`src/sv/rgfma_pkg.sv`:
```
// Shared constants, types and helpers for the range glitch filter.
`default_nettype none

package rgfma_pkg;

  // Moving average store depth (entries)
  localparam int WINDOW_DEPTH = 24;

  // Distance field width
  localparam int DIST_W = 16;

  // Store index, sample count and sum widths
  localparam int IDX_W  = (WINDOW_DEPTH > 1) ? $clog2(WINDOW_DEPTH) : 1;
  localparam int CNT_W  = $clog2(WINDOW_DEPTH + 1);
  localparam int SUM_W  = DIST_W + CNT_W;
  localparam int DIVC_W = $clog2(SUM_W + 1);

  // Configuration port
  localparam int CFG_IDX_W  = 3;
  localparam int CFG_DATA_W = 16;

  localparam logic [CFG_IDX_W-1:0] REG_FILTER_MODE   = 3'd0;
  localparam logic [CFG_IDX_W-1:0] REG_GLITCH_STEP   = 3'd1;
  localparam logic [CFG_IDX_W-1:0] REG_MIN_DISTANCE  = 3'd2;
  localparam logic [CFG_IDX_W-1:0] REG_MAX_DISTANCE  = 3'd3;
  localparam logic [CFG_IDX_W-1:0] REG_WINDOW_LEN    = 3'd4;
  localparam logic [CFG_IDX_W-1:0] REG_THR_THRESHOLD = 3'd5;
  localparam logic [CFG_IDX_W-1:0] REG_HOLD_TIME     = 3'd6;
  localparam logic [CFG_IDX_W-1:0] REG_GLITCH_LIMIT  = 3'd7;

  typedef logic [DIST_W-1:0] dist_t;

  // Magnitude of an 8-bit two's complement counter (-128 gives 128)
  function automatic logic [7:0] abs8(input logic [7:0] c);
    return c[7] ? (~c + 8'd1) : c;
  endfunction

endpackage

`default_nettype wire

```
`src/sv/range_glitch_filter_moving_average.sv`:
```
// Range glitch filter with optional moving average: top level.
//
// Usage: one range reading per item on the input channel (in_valid/in_stall),
// one filtered result per item on the output channel (out_valid/out_stall).
// An item is taken when valid is high and stall is low. Registers are written
// through cfg_valid/cfg_ready (cfg_ready is always high); the user must write
// them only while the block is idle, which the block itself does not enforce.
// The block handles one item at a time; in_stall is high from acceptance until
// the result is loaded into the output register. A waiting result does not
// block the next item from being accepted. With the glitch filter off, the
// decide step passes the held reading straight to the final step. With it on,
// each moving-average pass (n = effective window length, up to 24) runs one
// store write, n accumulate steps through the shared adder, a divide setup,
// a 21-step restoring divide on the same adder and one wrap-up. A pass whose
// sample is out of range or with averaging off skips the store write, the
// accumulation and the divide. An item runs one or two passes.
// When the receiver stalls, the result holds in the output register and
// the block stalls in its final step only if a second result is ready.
// Reset (rst, synchronous) restores register defaults, clears filter state
// and marks all average store entries empty.
`default_nettype none

module range_glitch_filter_moving_average (
  input  logic                                clk,
  input  logic                                rst,
  // input channel
  input  logic                                in_valid,
  output logic                                in_stall,
  input  logic [rgfma_pkg::DIST_W-1:0]        raw_distance_cm,
  input  logic                                armed,
  input  logic [15:0]                         throttle_pwm,
  input  logic [31:0]                         now_ms,
  input  logic                                mark_unstable,
  // output channel
  output logic                                out_valid,
  input  logic                                out_stall,
  output logic [rgfma_pkg::DIST_W-1:0]        filtered_distance_cm,
  output logic [rgfma_pkg::DIST_W-1:0]        held_raw_cm,
  // configuration
  input  logic                                cfg_valid,
  output logic                                cfg_ready,
  input  logic [rgfma_pkg::CFG_IDX_W-1:0]     cfg_index,
  input  logic [rgfma_pkg::CFG_DATA_W-1:0]    cfg_data
);

  import rgfma_pkg::*;

  // Sequencer states
  localparam logic [2:0] S_IDLE       = 3'd0;
  localparam logic [2:0] S_DECIDE     = 3'd1;
  localparam logic [2:0] S_AVG_START  = 3'd2;
  localparam logic [2:0] S_AVG_ACC    = 3'd3;
  localparam logic [2:0] S_AVG_DIVSET = 3'd4;
  localparam logic [2:0] S_AVG_DIV    = 3'd5;
  localparam logic [2:0] S_AVG_END    = 3'd6;
  localparam logic [2:0] S_FINISH     = 3'd7;

  logic [2:0] state;

  // Configuration registers
  logic [1:0]  filter_mode;
  dist_t       glitch_step;
  dist_t       min_dist;
  dist_t       max_dist;
  logic [7:0]  window_len;
  logic [15:0] thr_threshold;
  logic [15:0] hold_time;
  logic [6:0]  glitch_limit;

  // Filter state
  dist_t       last_nonzero;
  dist_t       glitch_ref;
  logic [7:0]  glitch_cnt;
  logic        awaiting;
  logic [31:0] takeoff_time;
  logic [CNT_W-1:0] slot;
  logic        unstable_pending;
  dist_t       avg_store [WINDOW_DEPTH];
  logic [WINDOW_DEPTH-1:0] store_valid;

  // Item registers
  dist_t       held;
  logic        armed_r;
  logic [15:0] thr_r;
  logic [31:0] now_r;

  // Average pass registers
  dist_t       avg_arg;
  dist_t       avg_res;
  logic        call_setref;
  logic        call2_pending;
  logic [SUM_W-1:0]  acc;
  logic [CNT_W-1:0]  cnt;
  logic [IDX_W-1:0]  idx;
  logic [CNT_W-1:0]  rem;
  logic [DIVC_W-1:0] div_left;

  // Output register
  dist_t       filt_out;
  dist_t       held_out;

  assign in_stall             = (state != S_IDLE);
  assign cfg_ready            = 1'b1;
  assign filtered_distance_cm = filt_out;
  assign held_raw_cm          = held_out;

  // Zero reading replaced by last nonzero
  dist_t held_val;
  assign held_val = (raw_distance_cm != '0) ? raw_distance_cm : last_nonzero;

  // Effective window and write slot
  logic [CNT_W-1:0] win_n;
  logic [CNT_W-1:0] slot_eff;
  logic [IDX_W-1:0] slot_idx;
  logic [WINDOW_DEPTH-1:0] wr_mask;
  logic in_range;
  logic avg_on;
  assign win_n = (window_len > 8'(WINDOW_DEPTH)) ? CNT_W'(WINDOW_DEPTH)
                                                 : window_len[CNT_W-1:0];
  assign slot_eff = ((win_n == '0) || (slot >= win_n)) ? '0 : slot;
  assign slot_idx = slot_eff[IDX_W-1:0];
  assign wr_mask  = {{(WINDOW_DEPTH-1){1'b0}}, 1'b1} << slot_idx;
  assign in_range = !((avg_arg > max_dist) || (avg_arg < min_dist));
  assign avg_on   = filter_mode[1] && in_range;

  // Store read for accumulation; empty entries read as zero
  dist_t rd_entry;
  logic  acc_last;
  assign rd_entry = store_valid[idx] ? avg_store[idx] : '0;
  assign acc_last = ((CNT_W'(idx) + CNT_W'(1)) == win_n);

  // Shared adder: accumulate, or trial subtract for the divider
  logic [CNT_W:0]   rem_shift;
  logic [SUM_W-1:0] alu_a;
  logic [SUM_W-1:0] alu_b;
  logic             alu_cin;
  logic [SUM_W:0]   alu_out;
  logic             div_ge;
  logic [CNT_W-1:0] rem_next;
  logic [SUM_W-1:0] quot_next;

  assign rem_shift = {rem, acc[SUM_W-1]};

  always_comb begin
    if (state == S_AVG_DIV) begin
      alu_a   = SUM_W'(rem_shift);
      alu_b   = ~SUM_W'(cnt);
      alu_cin = 1'b1;
    end else begin
      alu_a   = acc;
      alu_b   = SUM_W'(rd_entry);
      alu_cin = 1'b0;
    end
  end

  assign alu_out   = {1'b0, alu_a} + {1'b0, alu_b} + (SUM_W+1)'(alu_cin);
  assign div_ge    = alu_out[SUM_W];
  assign rem_next  = div_ge ? alu_out[CNT_W-1:0] : rem_shift[CNT_W-1:0];
  assign quot_next = {acc[SUM_W-2:0], div_ge};

  // Glitch decision terms
  logic [DIST_W:0] d_down;
  logic [DIST_W:0] d_up;
  logic            jump_down;
  logic            jump_up;
  logic            is_glitch;
  logic            take_now;
  logic            pre_takeoff;
  logic [31:0]     elapsed;
  logic            in_hold;
  logic [7:0]      cnt_step;
  logic [7:0]      step_mag;
  logic [7:0]      lim8;
  dist_t           clamped;

  assign d_down      = {1'b0, glitch_ref} - {1'b0, held};
  assign d_up        = {1'b0, held} - {1'b0, glitch_ref};
  assign jump_down   = $signed(d_down) >= $signed({1'b0, glitch_step});
  assign jump_up     = $signed(d_up) >= $signed({1'b0, glitch_step});
  assign is_glitch   = jump_down || jump_up;
  assign take_now    = awaiting && (thr_r > thr_threshold);
  assign pre_takeoff = !armed_r || (awaiting && !(thr_r > thr_threshold));
  assign elapsed     = now_r - takeoff_time;
  assign in_hold     = take_now || (elapsed <= {16'd0, hold_time});
  assign cnt_step    = jump_down ? (glitch_cnt + 8'd1) : (glitch_cnt - 8'd1);
  assign step_mag    = abs8(cnt_step);
  assign lim8        = {1'b0, glitch_limit};
  assign clamped     = (held > glitch_step) ? min_dist : held;

  // Average store data (no reset; validity kept in store_valid)
  always_ff @(posedge clk) begin
    if (state == S_AVG_START && avg_on) begin
      avg_store[slot_idx] <= avg_arg;
    end
  end

  // Sequencer, configuration and filter state
  always_ff @(posedge clk) begin
    if (rst) begin
      state            <= S_IDLE;
      out_valid        <= 1'b0;
      filter_mode      <= 2'd0;
      glitch_step      <= 16'd100;
      min_dist         <= 16'd20;
      max_dist         <= 16'd700;
      window_len       <= 8'd10;
      thr_threshold    <= 16'd1100;
      hold_time        <= 16'd0;
      glitch_limit     <= 7'd3;
      last_nonzero     <= '0;
      glitch_ref       <= '0;
      glitch_cnt       <= 8'd0;
      awaiting         <= 1'b0;
      takeoff_time     <= 32'd0;
      slot             <= '0;
      unstable_pending <= 1'b0;
      store_valid      <= '0;
      call_setref      <= 1'b0;
      call2_pending    <= 1'b0;
    end else begin
      // register writes
      if (cfg_valid && cfg_ready) begin
        case (cfg_index)
          REG_FILTER_MODE:   filter_mode   <= cfg_data[1:0];
          REG_GLITCH_STEP:   glitch_step   <= cfg_data;
          REG_MIN_DISTANCE:  min_dist      <= cfg_data;
          REG_MAX_DISTANCE:  max_dist      <= cfg_data;
          REG_WINDOW_LEN:    window_len    <= cfg_data[7:0];
          REG_THR_THRESHOLD: thr_threshold <= cfg_data;
          REG_HOLD_TIME:     hold_time     <= cfg_data;
          REG_GLITCH_LIMIT:  glitch_limit  <= cfg_data[6:0];
          default: ;
        endcase
      end

      // output register drains (the final step reloads it itself)
      if (out_valid && !out_stall && state != S_FINISH) begin
        out_valid <= 1'b0;
      end

      case (state)
        S_IDLE: begin
          if (in_valid) begin
            last_nonzero <= held_val;
            held         <= held_val;
            armed_r      <= armed;
            thr_r        <= throttle_pwm;
            now_r        <= now_ms;
            if (mark_unstable) unstable_pending <= 1'b1;
            state <= S_DECIDE;
          end
        end

        S_DECIDE: begin
          if (!filter_mode[0]) begin
            avg_res       <= held;
            call2_pending <= 1'b0;
            state         <= S_FINISH;
          end else begin
            state <= S_AVG_START;
            // arming and takeoff tracking
            if (!armed_r) begin
              awaiting <= 1'b1;
            end else if (take_now) begin
              takeoff_time <= now_r;
              awaiting     <= 1'b0;
            end
            if (pre_takeoff) begin
              avg_arg       <= clamped;
              call_setref   <= 1'b1;
              call2_pending <= 1'b0;
            end else if (in_hold) begin
              // uncounted replacement after takeoff
              call_setref   <= 1'b0;
              call2_pending <= 1'b0;
              if (is_glitch) begin
                avg_arg <= glitch_ref;
              end else begin
                glitch_ref <= held;
                avg_arg    <= held;
              end
            end else if (is_glitch) begin
              // counted replacement; limit reached accepts the new level
              glitch_cnt <= (step_mag >= lim8) ? 8'd0 : cnt_step;
              if (step_mag != lim8) begin
                avg_arg       <= glitch_ref;
                call_setref   <= 1'b0;
                call2_pending <= (step_mag >= lim8);
              end else begin
                avg_arg       <= held;
                call_setref   <= 1'b1;
                call2_pending <= 1'b0;
              end
            end else begin
              glitch_cnt    <= 8'd0;
              avg_arg       <= held;
              call_setref   <= 1'b1;
              call2_pending <= (lim8 == 8'd0);
            end
          end
        end

        S_AVG_START: begin
          if (!avg_on) begin
            avg_res <= avg_arg;
            state   <= S_AVG_END;
          end else begin
            store_valid      <= (unstable_pending ? '0 : store_valid) | wr_mask;
            unstable_pending <= 1'b0;
            slot             <= slot_eff;
            acc              <= '0;
            cnt              <= '0;
            idx              <= '0;
            state            <= (win_n == '0) ? S_AVG_DIVSET : S_AVG_ACC;
          end
        end

        S_AVG_ACC: begin
          if (rd_entry != '0) begin
            acc <= alu_out[SUM_W-1:0];
            cnt <= cnt + CNT_W'(1);
          end
          idx <= idx + IDX_W'(1);
          if (acc_last) state <= S_AVG_DIVSET;
        end

        S_AVG_DIVSET: begin
          if (cnt == '0) begin
            avg_res <= '0;
            state   <= S_AVG_END;
          end else begin
            slot     <= slot + CNT_W'(1);
            rem      <= '0;
            div_left <= DIVC_W'(SUM_W);
            state    <= S_AVG_DIV;
          end
        end

        S_AVG_DIV: begin
          acc      <= quot_next;
          rem      <= rem_next;
          div_left <= div_left - DIVC_W'(1);
          if (div_left == DIVC_W'(1)) begin
            avg_res <= quot_next[DIST_W-1:0];
            state   <= S_AVG_END;
          end
        end

        S_AVG_END: begin
          if (call_setref) glitch_ref <= avg_res;
          if (call2_pending) begin
            avg_arg       <= held;
            call_setref   <= 1'b1;
            call2_pending <= 1'b0;
            state         <= S_AVG_START;
          end else begin
            state <= S_FINISH;
          end
        end

        S_FINISH: begin
          if (!out_valid || !out_stall) begin
            out_valid <= 1'b1;
            filt_out  <= avg_res;
            held_out  <= held;
            state     <= S_IDLE;
          end
        end

        default: state <= S_IDLE;
      endcase
    end
  end

endmodule

`default_nettype wire

```
`config.mk`:
```
export PLATFORM = sky130hd
export DESIGN_NAME = range_glitch_filter_moving_average
export DESIGN_NICKNAME = d
export VERILOG_FILES = /design/src/sv/rgfma_pkg.sv /design/src/sv/range_glitch_filter_moving_average.sv
export SDC_FILE = /design/constraint.sdc
export NUM_CORES = 1
export LEC_CHECK = 0
export ABC_AREA = 0
export BUFFER_PORTS_ARGS = -buffer_cell sky130_fd_sc_hd__buf_2
export CAP_MARGIN = 30
export CORE_ASPECT_RATIO = 0.7
export CORE_MARGIN = 10
export CORE_UTILIZATION = 35
export CTS_BUF_LIST = sky130_fd_sc_hd__clkbuf_8
export DETAILED_ROUTE_END_ITERATION = 12
export GPL_TIMING_DRIVEN = 0
export PLACE_DENSITY = 0.6
export SLEW_MARGIN = 15
export SYNTH_ARGS = -nofsm -noshare
export SYNTH_HDL_FRONTEND = slang
export SYNTH_SLANG_ARGS = --single-unit
```
`constraint.sdc`:
```
create_clock -name clk -period 11.55 [get_ports clk]
set_input_delay 0.5775 -clock clk [delete_from_list [all_inputs] [get_ports clk]]
set_output_delay 0.5775 -clock clk [all_outputs]
set_load 0.01 [all_outputs]
```
==> metrics.md <==
| Metric | Value |
|---|---|
| Reg2reg start | `held[1]$_DFFE_PP_` |
| Chip width | `415 µm` |
| Min-delay src | `raw_distance_cm[6]` |
| Max frequency | `about 0.11 GHz` |
| Vias in the first global route | `roughly 27,000` |
| Initial core utilization | `35.2%` |
| Maximum capacitance violations | `0` |
| Largest net degree at the start of global routing | `50` |
| CP Max Fanout | `9` |
| Critical Path AT | `just under 10,000 ps` |
| Util after Layout | `40.8%` |
| Wire per inst | `21.9 µm` |
| Worst setup EP type | `flop` |
| TritonCTS clock tree | `done` |
| Clk_lat worst skew | `around 800 ps` |
| Outcome | `complete, no violations` |
| R2r worst-path depth | `35` |
| Clock sinks | `roughly 770` |
| LEAKAGE | `0.0160 µW` |
| Root buf cell | `clkbuf_8` |
| Total CTS buffers | `110` |
| Setup TNS | `0 ps` |
| Clock transition at path regs | `roughly 80 ps` |
| Top cells by area, synth | `edfxtp_1 (44%), dfxtp_1 (11%), mux4_2 (7.0%), ha_1 (7.0%), nand2_1 (4.0%)` |
| Register area share after synthesis | `a little over half` |
| DP HPWL | `roughly 82,000 µm` |
| Synthesis-stage register bit count | `between 700 and 800` |
| Placed cell area | `41,400 µm²` |
| WS Path Type | `reg2reg` |
| Most frequent cells in the layout | `edfxtp_1 (554), nand2_1 (404), a21oi_1 (241)` |
| Net Count, Synth | `3,575` |
| Worst-Margin Slew | `1010 ps` |
| First-pass GRT wire length | `approximately 170,000 µm` |
| Ys flop type | `edfxtp_1` |
| Post-synth top area cell | `edfxtp_1` |
| DRT Pass-1 Iters | `5` |
| Switch share | `between 20% and 30%` |
| Min-delay worst type | `in2reg` |
| Resize count post-CTS | `0` |
| Most common cell after layout, fill and taps aside | `edfxtp_1` |
| Gate Count Post-Synth | `between 3,000 and 4,000` |
| Fin area | `roughly 44,000 µm²` |
| H-Tree Depth | `3` |
| Fillers | `between 10,000 and 15,000` |
| Max-slew headroom | `between 30% and 40%` |
| DRC | `0` |
| Synthesis Warnings | `0` |
| Pwr Density | `between 100 and 150 nW/µm²` |
| Worst r2r dst | `glitch_cnt[0]$_SDFFE_PP0P_` |
| Nets | `slightly below 4,000` |
| Psw | `approximately 1600 µW` |
| Setup-failing EPs final | `0` |
| Setup crit start kind | `flop` |
| Vias | `between 20,000 and 30,000` |
| CP most frequent cell | `a21oi_1` |
| Gate power share | `a little under an eighth` |
| Drt total wl | `around 110,000 µm` |
| Min Hold Slack | `62.1 ps` |
| Flop pwr share | `between 50% and 60%` |
| Clock power frac | `between 30% and 40%` |
| Post-synth EDFFs | `between 500 and 600` |
| Endpoints failing hold | `0` |
| Core Footprint | `108,000 µm²` |
| Slowest-stage cell, CP | `edfxtp_1` |
| Worst Hold End | `held[6]$_DFFE_PP_` |
| Yosys cell types | `between 80 and 90` |
| Avg Inst Size Synth | `around 12 µm²` |
| Final worst-path cycle share | `79.3%` |
| 1st-iter DRT viols | `around 2,800` |
| Site Rows | `a little over 100` |
| Grt total ovfl | `0` |
| R2r setup slk | `between 2000 and 2500 ps` |
| Post-CTS setup buffer count | `0` |
| Asr flop ratio synth | `0%` |
| Full die area | `123,000 µm²` |
| Minimum clock period | `~9000 ps` |
| Maximum vdd drop | `roughly 0.10 mV` |
| Worst hold path stage count | `2` |
| Fraction of layout cells with a size suffix above 1 | `between 10% and 20%` |
| Slew Limit Fails | `0` |
| RSZ-0062 raised after global routing | `false` |
| CP peak stage delay | `between 600 and 700 ps` |
| Max clock buf depth | `3` |
| Vias per inst | `around 5.4` |
| Internal power | `4400 µW` |
| Cts hold-fix bufs | `51` |
| Post-synth top area share | `a little over two fifths` |
| Initial antenna violation count | `3` |
| Total GRT Usage | `between 10% and 20%` |
| DRT antenna net count | `0` |
| Synthesized area | `38,200 µm²` |
| Worst EP required | `12,290 ps` |
| Port Buffer Count | `between 100 and 150` |
| Die H | `roughly 300 µm` |
| Skew final | `approximately 50 ps` |
| IO Pins | `between 100 and 150` |
| RePlAce Congestion | `0.896` |
| Layout area overhead | `15.9%` |
==> how the worst max path moves through the flow <==
stage | start | endpoint | slack (ps) | depth (start not counted)
floorplan | held[1]$_DFFE_PP_ | glitch_cnt[0]$_SDFFE_PP0P_ | 4100 | 34
global placement | held[1]$_DFFE_PP_ | glitch_cnt[0]$_SDFFE_PP0P_ | 2120 | 34
detailed placement | held[1]$_DFFE_PP_ | glitch_cnt[0]$_SDFFE_PP0P_ | 2050 | 34
CTS | held[1]$_DFFE_PP_ | glitch_cnt[0]$_SDFFE_PP0P_ | 1980 | 34
global route | held[1]$_DFFE_PP_ | glitch_cnt[0]$_SDFFE_PP0P_ | 1810 | 35
finish | held[1]$_DFFE_PP_ | glitch_cnt[0]$_SDFFE_PP0P_ | 2390 | 35
==> per-layer routing <==
metal | routed length [µm] | GRT usage [%]
met4 | 1790 | 3.78
met2 | 46700 | 25.7
met3 | 10100 | 3.89
met1 | 53700 | 26.9
met5 | 17 | 0
==> cell families after synthesis <==
group           after synthesis  synth area share (%)
flops                       765                  54.6
simple gates                902                  10.8
mux                         190                  8.89
other cells                   1               0.00982
buf+inv                     359                  3.69
fa+ha+maj                   219                  7.29
xor+xnor                     83                  1.90
compound gates              747                  12.8
==> power by group through the flow <==
stage	clock network (µW)	logic (µW)	registers [µW]
final	2250	721	3030
after global routing	2420	792	3030
after CTS	2300	706	3030
after detailed placement	0	688	3090
after global placement	0	671	3090
after floorplan	0	487	3060
==> flip-flops by register name (all words and copies together) (netlist names), 7 cells and up, named ones only <==
register / flops
now_r: 32
avg_arg: 16
glitch_ref: 16
filtered_distance_cm: 16
avg_store: 384
max_dist: 16
glitch_step: 16
last_nonzero: 16
thr_threshold: 16
held_raw_cm: 16
glitch_cnt: 8
glitch_limit: 7
store_valid: 24
window_len: 8
min_dist: 16
takeoff_time: 32
hold_time: 16
thr_r: 16
acc: 21
held: 16
avg_res: 16
==> metrics by stage <==
step,power (µW),worst slack (ps),std cells
4_1_cts,6030,1980,5126
3_3_place_gp,3760,2120,4826
5_1_grt,6240,1810,5135
3_5_place_dp,3780,2050,4872
2_1_floorplan,3550,4100,3266
6_report,6000,2390,5136
==> final cells by class <==
class                           count  area, µm²  share of cell area [%]
Sequential cell                   765      20900                    47.1
Multi-Input combinational cell   2142      16000                    36.2
Clock inverter                     84        591                    1.33
Clock buffer                      119       1640                    3.70
Tap cell                         1442       1800                    4.07
Antenna cell                        2       5.00                  0.0113
Buffer                            164        677                    1.53
Timing Repair Buffer              223       1930                    4.36
Inverter                          195        732                    1.65
==> worst max-delay path, delay by kind of cell (launching register included) <==
family          cells  cell delay, ps
compound gates     15            3710
buf+inv             3             650
xor+xnor            4            1090
flops               1             650
simple gates        9            1630
fa+ha+maj           4            1360
==> cell usage after synthesis (21+ instances only) <==
| cell type | instances |
|---|---|
| edfxtp_1 | 554 |
| nand2_1 | 404 |
| a21oi_1 | 241 |
| ha_1 | 213 |
| dfxtp_1 | 211 |
| inv_1 | 192 |
| nor2_1 | 190 |
| clkbuf_1 | 122 |
| mux4_2 | 119 |
| o21ai_0 | 109 |
| a21o_1 | 89 |
| mux2i_1 | 66 |
| nand3_1 | 50 |
| xnor2_1 | 50 |
| o211ai_1 | 45 |
| nor3_1 | 42 |
| nand4_1 | 40 |
| and2_1 | 38 |
| a221o_1 | 34 |
| xor2_1 | 33 |
| o21ai_1 | 28 |
| o21a_1 | 27 |
| or3_1 | 27 |
| nor2b_1 | 22 |
| a22oi_1 | 21 |
(Power assumes the default switching activity.)
